**config.mk**
```make
export PLATFORM = sky130hd
export DESIGN_NAME = selective_repeat_arq_window
export DESIGN_NICKNAME = d
export VERILOG_FILES = /design/src/sraw_pkg.sv /design/src/sraw_ctrl.sv /design/src/sraw_dp.sv /design/src/selective_repeat_arq_window.sv
export SDC_FILE = /design/constraint.sdc
export NUM_CORES = 1
export LEC_CHECK = 0
export BUFFER_PORTS_ARGS = -buffer_cell sky130_fd_sc_hd__buf_4
export CAP_MARGIN = 20
export CORE_MARGIN = 4
export CORE_UTILIZATION = 45
export DETAILED_ROUTE_END_ITERATION = 16
export PLACE_DENSITY_LB_ADDON = 0.3
export RECOVER_POWER = 100
export SLEW_MARGIN = 20
export SYNTH_ARGS = -nofsm -noshare
export SYNTH_HDL_FRONTEND = slang
export SYNTH_SLANG_ARGS = --single-unit
export TNS_END_PERCENT = 10
```
**constraint.sdc**
```tcl
create_clock -name clk -period 10.73 [get_ports clk]
set_input_delay 1.6095 -clock clk [delete_from_list [all_inputs] [get_ports clk]]
set_output_delay 1.6095 -clock clk [all_outputs]
set_load 0.01 [all_outputs]
```
**src/sraw_pkg.sv**
```systemverilog
package sraw_pkg;

  // Sequence space and window size
  localparam int SEQ_BITS = 6;
  localparam int WINDOW   = 32;

  // Field widths of the item ports
  localparam int REQ_FW  = 3;
  localparam int KIND_FW = 2;
  localparam int SEQ_FW  = SEQ_BITS;
  localparam int LEN_FW  = 12;
  localparam int ACT_FW  = 4;
  localparam int SLOT_FW = $clog2(WINDOW);
  localparam int CNT_FW  = $clog2(WINDOW + 1);

  // Request codes
  localparam logic [REQ_FW-1:0] REQ_UPPER    = 3'd0;
  localparam logic [REQ_FW-1:0] REQ_LINK     = 3'd1;
  localparam logic [REQ_FW-1:0] REQ_FRAME    = 3'd2;
  localparam logic [REQ_FW-1:0] REQ_DTIMEOUT = 3'd3;
  localparam logic [REQ_FW-1:0] REQ_ATIMEOUT = 3'd4;

  // Received frame kinds
  localparam logic [KIND_FW-1:0] KIND_DATA   = 2'd0;
  localparam logic [KIND_FW-1:0] KIND_ACK    = 2'd1;
  localparam logic [KIND_FW-1:0] KIND_NAK    = 2'd2;
  localparam logic [KIND_FW-1:0] KIND_SEPACK = 2'd3;

  // Action codes
  localparam logic [ACT_FW-1:0] ACT_STORE   = 4'd0;
  localparam logic [ACT_FW-1:0] ACT_SEND    = 4'd1;
  localparam logic [ACT_FW-1:0] ACT_ACK     = 4'd2;
  localparam logic [ACT_FW-1:0] ACT_NAK     = 4'd3;
  localparam logic [ACT_FW-1:0] ACT_SEPACK  = 4'd4;
  localparam logic [ACT_FW-1:0] ACT_DELIVER = 4'd5;
  localparam logic [ACT_FW-1:0] ACT_RELEASE = 4'd6;
  localparam logic [ACT_FW-1:0] ACT_STOPTMR = 4'd7;
  localparam logic [ACT_FW-1:0] ACT_ACKTMR  = 4'd8;
  localparam logic [ACT_FW-1:0] ACT_STATUS  = 4'd9;

  // Shortest good frame, header plus CRC
  localparam logic [LEN_FW-1:0] LEN_MIN = 12'd5;

  typedef struct packed {
    logic [REQ_FW-1:0]  req_type;
    logic [KIND_FW-1:0] hdr_kind;
    logic [SEQ_FW-1:0]  frame_seq;
    logic [SEQ_FW-1:0]  hdr_ack;
    logic [LEN_FW-1:0]  frame_length;
    logic               crc_ok;
    logic [SEQ_FW-1:0]  timeout_seq;
  } in_item_t;

  typedef struct packed {
    logic [ACT_FW-1:0]  action;
    logic [SEQ_FW-1:0]  seq_value;
    logic [SEQ_FW-1:0]  ack_value;
    logic [SLOT_FW-1:0] slot;
    logic [CNT_FW-1:0]  release_count;
    logic               net_enable;
    logic               last;
  } out_item_t;

  // Controller to datapath: one bit per step of an item
  typedef struct packed {
    logic accept;
    logic decide;
    logic store;
    logic sepack;
    logic walk;
    logic acktmr;
    logic tail;
    logic status;
  } dp_cmd_t;

  // Datapath to controller: plan of the current item
  typedef struct packed {
    logic store_go;
    logic sepack_go;
    logic walk_go;
    logic tail_go;
    logic walk_more;
  } dp_sts_t;

endpackage

```
**src/sraw_ctrl.sv**
```systemverilog
module sraw_ctrl (
  input  logic              clk,
  input  logic              rst_n,
  input  logic              start,
  input  sraw_pkg::dp_sts_t sts,
  output logic              busy,
  output sraw_pkg::dp_cmd_t cmd
);
  import sraw_pkg::*;

  typedef enum logic [7:0] {
    ST_IDLE   = 8'b0000_0001,
    ST_DECIDE = 8'b0000_0010,
    ST_STORE  = 8'b0000_0100,
    ST_SEPACK = 8'b0000_1000,
    ST_WALK   = 8'b0001_0000,
    ST_ACKTMR = 8'b0010_0000,
    ST_TAIL   = 8'b0100_0000,
    ST_STATUS = 8'b1000_0000
  } state_t;

  state_t state_r, state_nxt;
  logic   after_store;

  // Pick the step that follows the delivery walk or a stored item
  assign after_store = sts.tail_go;

  // Sequence the result items of one input item
  always_comb begin
    state_nxt = state_r;
    unique case (state_r)
      ST_IDLE: begin
        if (start) state_nxt = ST_DECIDE;
      end
      ST_DECIDE: begin
        priority if (sts.store_go) state_nxt = ST_STORE;
        else if (sts.tail_go)      state_nxt = ST_TAIL;
        else                       state_nxt = ST_STATUS;
      end
      ST_STORE: begin
        priority if (sts.sepack_go) state_nxt = ST_SEPACK;
        else if (sts.walk_go)       state_nxt = ST_WALK;
        else if (after_store)       state_nxt = ST_TAIL;
        else                        state_nxt = ST_STATUS;
      end
      ST_SEPACK, ST_ACKTMR: begin
        state_nxt = after_store ? ST_TAIL : ST_STATUS;
      end
      ST_WALK: begin
        state_nxt = sts.walk_more ? ST_WALK : ST_ACKTMR;
      end
      ST_TAIL: begin
        state_nxt = ST_STATUS;
      end
      ST_STATUS: begin
        state_nxt = ST_IDLE;
      end
      default: begin
        state_nxt = ST_IDLE;
      end
    endcase
  end

  always_ff @(posedge clk) begin
    if (!rst_n) begin
      state_r <= ST_IDLE;
    end else begin
      state_r <= state_nxt;
    end
  end

  // Drive commands from the state
  assign busy       = (state_r != ST_IDLE);
  assign cmd.accept = start && (state_r == ST_IDLE);
  assign cmd.decide = (state_r == ST_DECIDE);
  assign cmd.store  = (state_r == ST_STORE);
  assign cmd.sepack = (state_r == ST_SEPACK);
  assign cmd.walk   = (state_r == ST_WALK);
  assign cmd.acktmr = (state_r == ST_ACKTMR);
  assign cmd.tail   = (state_r == ST_TAIL);
  assign cmd.status = (state_r == ST_STATUS);

`ifndef SYNTH
  a_accept_decide: assert property (@(posedge clk) disable iff (!rst_n)
    start && !busy |=> state_r == ST_DECIDE)
    else $error("accepted item did not enter decide");

  a_status_idle: assert property (@(posedge clk) disable iff (!rst_n)
    state_r == ST_STATUS |=> state_r == ST_IDLE && !busy)
    else $error("status item did not end the item");

  a_busy_fall: assert property (@(posedge clk) disable iff (!rst_n)
    $past(rst_n) && $fell(busy) |-> $past(state_r == ST_STATUS))
    else $error("busy dropped before status item");
`endif

endmodule

```
**src/sraw_dp.sv**
```systemverilog
module sraw_dp (
  input  logic               clk,
  input  logic               rst_n,
  input  sraw_pkg::in_item_t in_data,
  input  sraw_pkg::dp_cmd_t  cmd,
  output sraw_pkg::dp_sts_t  sts,
  output logic               out_valid,
  output sraw_pkg::out_item_t out_data
);
  import sraw_pkg::*;

  localparam int SeqN  = 2 ** SEQ_BITS;
  localparam int SlotW = $clog2(WINDOW);
  localparam int OutW  = $clog2(WINDOW + 1);
  localparam int CntW  = SEQ_BITS + 1;
  localparam int CmpW  = (OutW > CntW) ? OutW : CntW;
  localparam logic [SEQ_BITS-1:0] LimitRst = SEQ_BITS'(WINDOW % SeqN);
  localparam logic [OutW-1:0]     WinFull  = OutW'(WINDOW);

  typedef logic [SEQ_BITS-1:0] seq_t;
  typedef logic [SlotW-1:0]    slot_t;
  typedef slot_t               slot_lut_t [SeqN];

  // Slot of every sequence number, worked out at elaboration
  function automatic slot_lut_t build_slot_lut();
    slot_lut_t lut;
    for (int i = 0; i < SeqN; i++) begin
      lut[i] = SlotW'(i % WINDOW);
    end
    return lut;
  endfunction

  localparam slot_lut_t SLOT_LUT = build_slot_lut();

  function automatic logic in_win(seq_t b, seq_t t, seq_t e);
    return (t >= b && t < e) || (b > e && t >= b) || (b > e && t < e);
  endfunction

  // Latched input item
  logic [REQ_FW-1:0]  req_r;
  logic [KIND_FW-1:0] kind_r;
  seq_t               fseq_r, fack_r, tseq_r;
  logic [LEN_FW-1:0]  flen_r;
  logic               crc_r;

  // Window state
  seq_t              send_base_r, send_base_nxt;
  seq_t              send_next_r, send_next_nxt;
  logic [OutW-1:0]   outstanding_r, outstanding_nxt;
  seq_t              recv_expect_r;
  seq_t              recv_limit_r;
  logic [WINDOW-1:0] arrived_r;
  logic              nak_pending_r, nak_pending_nxt;
  logic              link_free_r, link_free_nxt;

  // Plan of the current item
  logic              net_en_r;
  logic              sepack_go_r, walk_go_r, tail_go_r;
  logic [ACT_FW-1:0] tail_act_r, tail_act_c;
  seq_t              tail_seq_r, tail_seq_c;
  seq_t              tail_ack_r, tail_ack_c;
  slot_t             tail_slot_r, tail_slot_c;
  logic [CntW-1:0]   tail_cnt_r, tail_cnt_c;
  logic              tail_go_c;

  // Decide-time terms
  logic            good, recv_in, arr_hit, store_c, sepack_c, walk_c, rel_in;
  seq_t            target, exp_next;
  slot_t           fs_slot, exp_slot, ns_slot, rd_slot;
  logic [CntW-1:0] rel_cnt;
  logic            walk_more;

  assign fs_slot  = SLOT_LUT[fseq_r];
  assign exp_slot = SLOT_LUT[recv_expect_r];
  assign exp_next = recv_expect_r + seq_t'(1);
  assign ns_slot  = SLOT_LUT[exp_next];

  // One read port on the arrival map
  assign rd_slot   = cmd.decide ? fs_slot : ns_slot;
  assign arr_hit   = arrived_r[rd_slot];
  assign walk_more = arr_hit && (ns_slot != exp_slot);

  assign good     = (flen_r >= LEN_MIN) && crc_r;
  assign recv_in  = in_win(recv_expect_r, fseq_r, recv_limit_r);
  assign store_c  = (req_r == REQ_FRAME) && good && (kind_r == KIND_DATA) && recv_in && !arr_hit;
  assign sepack_c = store_c && (fseq_r != recv_expect_r);
  assign walk_c   = store_c && (fseq_r == recv_expect_r);
  assign target   = fack_r - seq_t'(1);
  assign rel_in   = in_win(send_base_r, target, send_next_r);
  assign rel_cnt  = CntW'(seq_t'(target - send_base_r)) + CntW'(1);

  // Work out the send window and flag updates and the closing action of the item
  always_comb begin
    send_base_nxt   = send_base_r;
    send_next_nxt   = send_next_r;
    outstanding_nxt = outstanding_r;
    nak_pending_nxt = nak_pending_r;
    link_free_nxt   = link_free_r;
    tail_go_c       = 1'b0;
    tail_act_c      = ACT_STATUS;
    tail_seq_c      = '0;
    tail_ack_c      = '0;
    tail_slot_c     = '0;
    tail_cnt_c      = '0;
    unique case (req_r)
      REQ_UPPER: begin
        if (outstanding_r < WinFull) begin
          tail_go_c       = 1'b1;
          tail_act_c      = ACT_SEND;
          tail_seq_c      = send_next_r;
          tail_ack_c      = recv_expect_r;
          tail_slot_c     = SLOT_LUT[send_next_r];
          link_free_nxt   = 1'b0;
          send_next_nxt   = send_next_r + seq_t'(1);
          outstanding_nxt = outstanding_r + OutW'(1);
        end
      end
      REQ_LINK: begin
        link_free_nxt = 1'b1;
      end
      REQ_FRAME: begin
        if (!good) begin
          if (flen_r > LEN_MIN && !nak_pending_r) begin
            tail_go_c       = 1'b1;
            tail_act_c      = ACT_NAK;
            tail_ack_c      = recv_expect_r;
            nak_pending_nxt = 1'b1;
            link_free_nxt   = 1'b0;
          end
        end else begin
          if (sepack_c) link_free_nxt = 1'b0;
          unique case (kind_r)
            KIND_DATA, KIND_ACK: begin
              if (rel_in) begin
                tail_go_c     = 1'b1;
                tail_act_c    = ACT_RELEASE;
                tail_seq_c    = send_base_r;
                tail_cnt_c    = rel_cnt;
                send_base_nxt = fack_r;
                if (CmpW'(outstanding_r) > CmpW'(rel_cnt)) begin
                  outstanding_nxt = OutW'(CmpW'(outstanding_r) - CmpW'(rel_cnt));
                end else begin
                  outstanding_nxt = '0;
                end
              end
            end
            KIND_NAK: begin
              if (in_win(send_base_r, fack_r, send_next_r)) begin
                tail_go_c     = 1'b1;
                tail_act_c    = ACT_SEND;
                tail_seq_c    = fack_r;
                tail_ack_c    = recv_expect_r;
                tail_slot_c   = SLOT_LUT[fack_r];
                link_free_nxt = 1'b0;
              end
            end
            KIND_SEPACK: begin
              tail_go_c  = 1'b1;
              tail_act_c = ACT_STOPTMR;
              tail_seq_c = fack_r;
            end
            default: begin
              tail_go_c = 1'b0;
            end
          endcase
        end
      end
      REQ_DTIMEOUT: begin
        if (in_win(send_base_r, tseq_r, send_next_r)) begin
          tail_go_c     = 1'b1;
          tail_act_c    = ACT_SEND;
          tail_seq_c    = tseq_r;
          tail_ack_c    = recv_expect_r;
          tail_slot_c   = SLOT_LUT[tseq_r];
          link_free_nxt = 1'b0;
        end
      end
      REQ_ATIMEOUT: begin
        tail_go_c     = 1'b1;
        tail_act_c    = ACT_ACK;
        tail_ack_c    = recv_expect_r;
        link_free_nxt = 1'b0;
      end
      default: begin
        tail_go_c = 1'b0;
      end
    endcase
  end

  // Hold the input item and the plan
  always_ff @(posedge clk) begin
    if (cmd.accept) begin
      req_r  <= in_data.req_type;
      kind_r <= in_data.hdr_kind;
      fseq_r <= SEQ_BITS'(in_data.frame_seq);
      fack_r <= SEQ_BITS'(in_data.hdr_ack);
      flen_r <= in_data.frame_length;
      crc_r  <= in_data.crc_ok;
      tseq_r <= SEQ_BITS'(in_data.timeout_seq);
    end
    if (cmd.decide) begin
      tail_act_r  <= tail_act_c;
      tail_seq_r  <= tail_seq_c;
      tail_ack_r  <= tail_ack_c;
      tail_slot_r <= tail_slot_c;
      tail_cnt_r  <= tail_cnt_c;
      net_en_r    <= (outstanding_nxt < WinFull) && link_free_nxt;
    end
  end

  // Advance window state
  always_ff @(posedge clk) begin
    if (!rst_n) begin
      send_base_r   <= '0;
      send_next_r   <= '0;
      outstanding_r <= '0;
      recv_expect_r <= '0;
      recv_limit_r  <= LimitRst;
      arrived_r     <= '0;
      nak_pending_r <= 1'b0;
      link_free_r   <= 1'b0;
      sepack_go_r   <= 1'b0;
      walk_go_r     <= 1'b0;
      tail_go_r     <= 1'b0;
    end else begin
      if (cmd.decide) begin
        send_base_r   <= send_base_nxt;
        send_next_r   <= send_next_nxt;
        outstanding_r <= outstanding_nxt;
        nak_pending_r <= nak_pending_nxt;
        link_free_r   <= link_free_nxt;
        sepack_go_r   <= sepack_c;
        walk_go_r     <= walk_c;
        tail_go_r     <= tail_go_c;
      end
      if (cmd.store) begin
        arrived_r[fs_slot] <= 1'b1;
      end
      if (cmd.walk) begin
        arrived_r[exp_slot] <= 1'b0;
        recv_expect_r       <= exp_next;
        recv_limit_r        <= recv_limit_r + seq_t'(1);
        nak_pending_r       <= 1'b0;
      end
    end
  end

  // Report the plan
  assign sts.store_go  = store_c;
  assign sts.sepack_go = sepack_go_r;
  assign sts.walk_go   = walk_go_r;
  assign sts.tail_go   = cmd.decide ? tail_go_c : tail_go_r;
  assign sts.walk_more = walk_more;

  // Select the result item for this step
  assign out_valid = cmd.store || cmd.sepack || cmd.walk || cmd.acktmr || cmd.tail || cmd.status;

  always_comb begin
    out_data            = '0;
    out_data.net_enable = net_en_r;
    out_data.action     = ACT_STATUS;
    priority if (cmd.store) begin
      out_data.action    = ACT_STORE;
      out_data.seq_value = SEQ_FW'(fseq_r);
      out_data.slot      = SLOT_FW'(fs_slot);
    end else if (cmd.sepack) begin
      out_data.action    = ACT_SEPACK;
      out_data.seq_value = SEQ_FW'(fseq_r);
      out_data.ack_value = SEQ_FW'(fseq_r);
    end else if (cmd.walk) begin
      out_data.action    = ACT_DELIVER;
      out_data.seq_value = SEQ_FW'(recv_expect_r);
      out_data.slot      = SLOT_FW'(exp_slot);
    end else if (cmd.acktmr) begin
      out_data.action = ACT_ACKTMR;
    end else if (cmd.tail) begin
      out_data.action        = tail_act_r;
      out_data.seq_value     = SEQ_FW'(tail_seq_r);
      out_data.ack_value     = SEQ_FW'(tail_ack_r);
      out_data.slot          = SLOT_FW'(tail_slot_r);
      out_data.release_count = CNT_FW'(tail_cnt_r);
    end else begin
      out_data.action = ACT_STATUS;
      out_data.last   = cmd.status;
    end
  end

`ifndef SYNTH
  a_limit_tracks: assert property (@(posedge clk) disable iff (!rst_n)
    recv_limit_r == seq_t'(recv_expect_r + LimitRst))
    else $error("receive window edges out of step");

  a_outstanding_max: assert property (@(posedge clk) disable iff (!rst_n)
    outstanding_r <= WinFull)
    else $error("outstanding count above window");

  a_release_base: assert property (@(posedge clk) disable iff (!rst_n)
    cmd.tail && tail_act_r == ACT_RELEASE |->
      send_base_r == seq_t'(tail_seq_r + seq_t'(tail_cnt_r)))
    else $error("send base does not match released count");
`endif

endmodule

```
**src/selective_repeat_arq_window.sv**
```systemverilog
// Channel   Ports                           Handshake
// input     start, busy, in_data            taken when start is high and busy is low
// result    out_valid, out_data             one cycle per item, strobe out_valid
//
// An item has 1 to WINDOW + 4 results; while busy it first decides the plan, then
// gives one result item per cycle.
// The in-order delivery walk over the arrival map, one slot per cycle, sets the
// longest items; the next item can start the cycle after the status result.
// rst_n is synchronous and active low; it clears the window state and the arrival map.
// The receiver cannot stall: each result is presented for exactly one cycle.
module selective_repeat_arq_window (
  input  logic                clk,
  input  logic                rst_n,
  input  logic                start,
  output logic                busy,
  input  sraw_pkg::in_item_t  in_data,
  output logic                out_valid,
  output sraw_pkg::out_item_t out_data
);
  import sraw_pkg::*;

  dp_cmd_t cmd;
  dp_sts_t sts;

  sraw_ctrl u_ctrl (
    .clk   (clk),
    .rst_n (rst_n),
    .start (start),
    .sts   (sts),
    .busy  (busy),
    .cmd   (cmd)
  );

  sraw_dp u_dp (
    .clk       (clk),
    .rst_n     (rst_n),
    .in_data   (in_data),
    .cmd       (cmd),
    .sts       (sts),
    .out_valid (out_valid),
    .out_data  (out_data)
  );

endmodule

```
; Yosys cells after proc, flatten, opt, wreduce, memory -nomap -nowiden
; Memory sizes are Yosys's and may differ from the RTL's.
; Cells that the tools add are included.
; Widths: inputs -> output; s select.
[word_totals]
inputBits = 39
rom_bits = 1920
memories = 6
out_inout_bits = 31
regBits = 139
[memory_table]
columns = memory, depth, word_bits, read_ports, rd_clocked_by_memory_dff, write_ports, line
row1 = (no name shown), 64, 5, 1, 0, 0, sraw_dp.sv:153  ; tail_slot_c = SLOT_LUT[fack_r];
row2 = (no name shown), 64, 5, 1, 0, 0, sraw_dp.sv:74  ; assign exp_slot = SLOT_LUT[recv_expect_r];
row3 = (no name shown), 64, 5, 1, 0, 0, sraw_dp.sv:76  ; assign ns_slot = SLOT_LUT[exp_next];
row4 = (no name shown), 64, 5, 1, 0, 0, sraw_dp.sv:174  ; tail_slot_c = SLOT_LUT[tseq_r];
row5 = (no name shown), 64, 5, 1, 0, 0, sraw_dp.sv:73  ; assign fs_slot = SLOT_LUT[fseq_r];
row6 = (no name shown), 64, 5, 1, 0, 0, sraw_dp.sv:112  ; tail_slot_c = SLOT_LUT[send_next_r];
[op_classes]
n_eq_ne = 20
order_cmp = 26
n_mux = 99
n_bitwise = 11
addsub = 8
reduce_logical = 49
[op_table]
columns = op, count
row1 = $mux 6, 21
row2 = $mux 5, 20
row3 = $mux 32, 3
row4 = $pmux 8 s6, 1
row5 = $mux 23, 2
row6 = $ge 7x7->1 const B, 6
row7 = $not 6->7, 6
row8 = $mux 8, 5
row9 = $pmux 6 s3, 2
row10 = $and 32x32->32, 1
row11 = $mux 4, 8
row12 = $not 32->32, 1
row13 = $or 32x32->32, 1
row14 = $logic_and 1x1->1, 25
row15 = $add 6x1->6 const B, 4
row16 = $ge 6x6->1, 4
row17 = $lt 6x6->1, 4
row18 = $pmux 6 s4, 1
row19 = $mux 1, 22
row20 = $mux 10, 2
row21 = $lt 5x6->1 const B, 3
row22 = $mux 16, 1
row23 = $pmux 4 s4, 1
row24 = $pmux 5 s3, 1
row25 = 44 further kinds, 68

; Longest topological paths before layout
[logic_depth]
word_depth = 17
mapped_depth = 17
mapped_depth_nobuf = 17

; By module
; A second synthesis with hierarchy kept.
[unflattened]
cells_unflattened = 959
area_unflattened_um2 = 8677.1
[by_module_without_submodules]
columns = mod, area_each_um2, cells_per_inst, n_inst
row1 = sraw_dp, 8210.4, 910, 1
row2 = sraw_ctrl, 466.7, 49, 1

; Worst setup path before layout
; No wires, ideal clock.
[synth_timing]
path_kind = flip-flop to output port
startpoint = register u_ctrl.state_r[7]
endpoint = output out_data[22] (netlist name)
arrival_time_ns = 2.036
required_ns = 9.121
setup_slack_ns = 7.084
path_stages_with_launch = 8
path_cell_list = dfxtp_1 -> nor4_4 -> nand2_1 -> nor2_1 -> clkbuf_1 -> buf_1 -> a222oi_1 -> inv_1
[synth_lines]
columns = item, line
row1 = from (decl), sraw_ctrl.sv:22  ; state_t state_r, state_nxt;
row2 = from (signal assigned), sraw_ctrl.sv:68  ; state_r <= state_nxt;
row3 = to (decl), selective_repeat_arq_window.sv:18  ; output sraw_pkg::out_item_t out_data

; Worst setup path after layout
[layout_timing]
startpoint = register u_ctrl.state_r[5]
endpoint = register u_dp.net_en_r, data pin
[layout_via]
elab_chain_cells = 13
[layout_lines]
columns = item, line
row1 = $eq 8x2->1 (*), sraw_ctrl.sv:75  ; assign cmd.decide = (state_r == ST_DECIDE);
row2 = $mux 5 (*), sraw_dp.sv:79  ; assign rd_slot = cmd.decide ? fs_slot : ns_slot;
row3 = $bmux 1 s5 (*), sraw_dp.sv:80  ; assign arr_hit = arrived_r[rd_slot];
row4 = $mux 1 (not written as such) (*), sraw_dp.sv:80
row5 = $logic_not 1->1 (*), sraw_dp.sv:85  ; assign store_c = (req_r == REQ_FRAME) && good && (kind_r == KIND_DATA) && recv_in && !arr_hit;
row6 = $logic_and 1x1->1 (*), sraw_dp.sv:85
row7 = $logic_and 1x1->1 (*), sraw_dp.sv:86  ; assign sepack_c = store_c && (fseq_r != recv_expect_r);
row8 = $mux 1 (*), sraw_dp.sv:131  ; if (sepack_c) link_free_nxt = 1'b0;
row9 = $mux 1, sraw_dp.sv:148  ; if (in_win(send_base_r, fack_r, send_next_r)) begin
row10 = $mux 1 (*), sraw_dp.sv:132  ; unique case (kind_r)
row11 = $mux 1 (*), sraw_dp.sv:122  ; if (!good) begin
row12 = $pmux 1 s5 (*), sraw_dp.sv:105  ; unique case (req_r)
row13 = $logic_and 1x1->1 (*), sraw_dp.sv:207  ; net_en_r <= (outstanding_nxt < WinFull) && link_free_nxt;
row14 = to (signal assigned), sraw_dp.sv:207
row15 = to (decl), sraw_dp.sv:57  ; logic net_en_r;
; Every way passes the cells marked *; elsewhere a longest branch is shown, timed or not. The select of a mux whose other input is x is not followed.
; A chain may end at the register's enable or synchronous reset.

==> metrics.md <==
| Metric | Value |
|---|---|
| Initial antenna violation count | `0` |
| Synth cell types | `slightly above 80` |
| Worst r2r dst | `u_dp.net_en_r$_DFFE_PP_` |
| Buf/Inv on CP | `1` |
| Synth Net Count | `just over 1,000` |
| Area Growth Syn to Fin | `14.4%` |
| Site Rows | `50` |
| FF-to-FF setup slack | `4.30 ns` |
| Avg Cell Area, Syn | `around 9 µm²` |
| Final Util | `a little over half` |
| Die Ht | `between 100 and 150 µm` |
| Pleak | `approximately 3.6 nW` |
| R2R depth | `10` |
| # DRC | `0` |
| Critical R2R Launch | `u_ctrl.state_r[5]$_SDFFE_PN0P_` |
| Synth warnings | `0` |
| Worst Hold Slack | `between 0.4 and 0.5 ns` |
| Pint | `between 0.001 and 0.0015 W` |
| Worst setup startpoint | `u_ctrl.state_r[5]$_SDFFE_PN0P_` |
| Share of the synthesized area in the top cell type | `about 23%` |
| Crit path arrival time | `6.61 ns` |
| Detailed Place HPWL | `approximately 17,000 µm` |
| CTS Buf Count | `17` |
| Placed Area | `9230 µm²` |
| DR vias | `7,471` |
| Die width | `145 µm` |
| Htree depth | `4` |
| CP cell instances | `nor4_1, nand2_1, clkinvlp_2, o21ai_0, mux2_2, o211ai_1, nand4_1, nor3_1, o41ai_1, and3_1` |
| Final nets | `about 1,100` |
| Number of global-route vias before repair | `~7,000` |
| Clock-pin slew on the worst setup and hold paths | `0.06 ns` |
| Unrepaired setup endpoints after global routing | `no` |
| Failing checks | `capacitance limit, slew limit` |
| Slew Limit Fails | `181` |
| Seq pwr share | `between 40% and 50%` |
| Post-synthesis sequential area ratio | `between 40% and 50%` |
| Design area | `between 9000 and 10,000 µm²` |
| Flops & latches, synth | `139` |
| Part of the power in the clock network | `between 40% and 50%` |
| Clock Tree Buf Depth | `2` |
| CP Capture Type | `flop` |
| Setup CP Type | `flop to flop` |
| Max cap viols | `5` |
| Worst slew pin tran | `about 2.2 ns` |
| Endpoints failing hold | `0` |
| Slowest cell on crit path | `clkinvlp_2` |
| WL/cell | `about 20 µm` |
| Power Dens Cells | `about 150 nW/µm²` |
| CP max stage delay | `2.05 ns` |
| Die Footprint | `around 21,000 µm²` |
| Ports | `70` |
| Setup violations, final | `0` |
| Cell Area, Synth | `between 8000 and 9000 µm²` |
| Post-synth EDFFs | `64` |
| Gr ovfl total | `0` |
| Resize count post-CTS | `0` |
| IO buf count | `~70` |
| Fmax | `~160 MHz` |
| Setup TNS | `0 ns` |
| First-pass GRT wire length | `38,600 µm` |
| Post-synth top area cell | `edfxtp_1` |
| Gate power share | `12.0%` |
| Capture point of the worst path | `u_dp.net_en_r$_DFFE_PP_` |
| Switch Pwr | `around 0.00036 W` |
| Core footprint | `roughly 19,000 µm²` |
| DRT Wirelength | `24,200 µm` |
| Crit-path leading delay family | `buffers and inverters` |
| CTS Root Cell | `clkbuf_16` |
| Final setup skew | `around 0.0088 ns` |
| WP data required | `around 11 ns` |
| Hold/Removal Path Class | `flop to flop` |
| WP depth | `10` |
| Slew headroom | `-48.8%` |
| CP max FO | `54` |
| Ys flop type | `dfxtp_1` |
| Post-route minimum period | `between 6 and 7 ns` |
| Clock sinks | `between 100 and 150` |
| Final Wtd Congestion | `0.976` |
| Postcts setup bufs | `0` |
| All-Layer GR Usage | `a little under a quarter` |
| Worst skew pair latency | `around 0.43 ns` |
| Post-CTS Hold Buffers | `0` |
| DR iter-0 viols | `approximately 800` |
| Peak VDD IR | `0.119 mV` |
| Drt first pass iters | `8` |
| Largest net degree at the start of global routing | `56` |
| Period Utilization, post-route | `60.0%` |
| Fraction of registers with async set/reset | `0%` |
| Fraction of layout cells with a size suffix above 1 | `10.4%` |
| Vias/cell | `roughly 6.1` |
| Switch share | `approximately 25%` |
| Final ANT Viol Nets | `0` |
| Initial Util | `~46%` |
| Post-Syn Instances | `between 900 and 1,000` |
| Status | `complete, but fails checks` |
| Fillers | `1,755` |
| Synth area leaders | `edfxtp_1, dfxtp_1, ha_1` |
| CP startpoint kind | `flop` |
| Diode count | `0` |
| TritonCTS clock tree | `yes` |
| Pwr Total | `~0.0014 W` |
==> how the worst min path moves through the flow <==
stage	to	start	depth (start not counted)
after global routing	u_ctrl.state_r[3]$_SDFFE_PN0P_	u_dp.sepack_go_r$_SDFFE_PN0P_	2
after CTS	u_ctrl.state_r[3]$_SDFFE_PN0P_	u_dp.sepack_go_r$_SDFFE_PN0P_	2
after detailed placement	u_ctrl.state_r[3]$_SDFFE_PN0P_	u_dp.sepack_go_r$_SDFFE_PN0P_	2
after global placement	u_ctrl.state_r[3]$_SDFFE_PN0P_	u_dp.sepack_go_r$_SDFFE_PN0P_	2
after floorplan	u_ctrl.state_r[3]$_SDFFE_PN0P_	u_dp.sepack_go_r$_SDFFE_PN0P_	2
final	u_ctrl.state_r[3]$_SDFFE_PN0P_	u_dp.sepack_go_r$_SDFFE_PN0P_	2
==> through the flow <==
step	worst slack, ns	std cells
5_1_grt	3.72	1227
3_3_place_gp	6.60	1195
4_1_cts	6.21	1227
3_5_place_dp	6.67	1195
2_1_floorplan	7.08	923
6_report	4.30	1227
==> sequential cells by signal, summed over array words and instances (netlist names), 4 cells and up <==
signal,count
u_dp.arrived_r,32
u_dp.flen_r,12
u_ctrl.state_r,8
u_dp.fack_r,6
u_dp.fseq_r,6
u_dp.outstanding_r,6
u_dp.recv_expect_r,6
u_dp.recv_limit_r,6
u_dp.send_base_r,6
u_dp.send_next_r,6
u_dp.tail_ack_r,6
u_dp.tail_cnt_r,6
u_dp.tail_seq_r,6
u_dp.tseq_r,6
u_dp.tail_slot_r,5
u_dp.tail_act_r,4
==> layout make-up <==
cell class                      instances  area (µm²)  share of cell area (%)
Clock buffer                           21         460                    4.73
Sequential cell                       139        3420                    35.2
Timing Repair Buffer                   76         473                    4.86
Inverter                               66         249                    2.56
Tap cell                              234         293                    3.01
Multi-Input combinational cell        680        4640                    47.7
Clock inverter                         11         191                    1.97
==> routing by layer <==
| metal | up-vias | wire, µm | GRT usage [%] |
|---|---|---|---|
| met3 | 71 | 1880 | 5.42 |
| li1 | 3556 | - | - |
| met2 | 329 | 11500 | 38.2 |
| met4 | 0 | 773 | 8.69 |
| met1 | 3515 | 10100 | 28.4 |
| met5 | - | 0 | 0 |
==> worst reg2reg max path, cell delays in order, from the launching register on <==
cell and delay [ns]:
dfxtp_1 0.44, nor4_1 0.20, nand2_1 0.71, clkinvlp_2 2.05, o21ai_0 1.20, mux2_2 0.41, o211ai_1 0.17, nand4_1 0.28
nor3_1 0.38, o41ai_1 0.17, and3_1 0.19
==> layout by cell type (no fill, tap or decap), types with 6 or more instances in the layout <==
cell type  synthesis  layout
or3_1              6       6
xnor2_1           26      26
nand3_1           38      38
buf_4              1      14
nor3b_1            9      10
edfxtp_1          64      64
nand2_1           71      72
ha_1              71      71
and2_0             0       6
nand4_1           10      11
a2111oi_0          6       6
dfxtp_1           75      75
o21ai_0           44      44
nor2b_1           10      10
a211oi_1          33      33
nor3_1            25      26
o211ai_1           8       8
a31oi_1            8       8
and3_1            10      10
mux2i_1            9       9
a21oi_1           73      73
a21o_1             6       6
clkbuf_16          0      17
nand2b_1          10      10
nor2_1            78      78
a222oi_1          12      12
nor4_1             9      10
inv_1             62      63
xor2_1             8       8
clkbuf_4           0      36
clkbuf_1          28      28
a22o_1             6       6
==> synthesized netlist by cell type, drive strengths merged, types with 8 or more instances <==
cell type	n
nor2	78
dfxtp	75
a21oi	73
nand2	72
ha	71
edfxtp	64
inv	64
o21ai	45
nand3	39
a211oi	33
clkbuf	28
nor3	27
xnor2	26
a222oi	12
nand4	11
and3	10
buf	10
nand2b	10
nor2b	10
nor3b	10
nor4	10
and2	9
mux2i	9
a31oi	8
o211ai	8
xor2	8
==> power by group through the flow <==
stage	combinational (W)	sequential (W)	clock [W]
after floorplan	0.000126	0.000599	0
after CTS	0.000173	0.000598	0.000660
after global routing	0.000192	0.000603	0.000685
after detailed placement	0.000172	0.000609	0
final	0.000170	0.000600	0.000653
after global placement	0.000170	0.000610	0
==> kinds of logic (layout without fill, tap and decap cells) <==
group           Yosys count  count (layout)  share of synthesized area [%]
xor+xnor                 34              34                           3.50
buf+inv                 104             174                           4.81
compound gates          249             249                           19.7
simple gates            307             307                           18.5
mux                      16              16                           2.25
fa+ha+maj                74              74                           11.0
flops                   139             139                           40.3
Note: power is estimated with default switching activity, not from simulation.
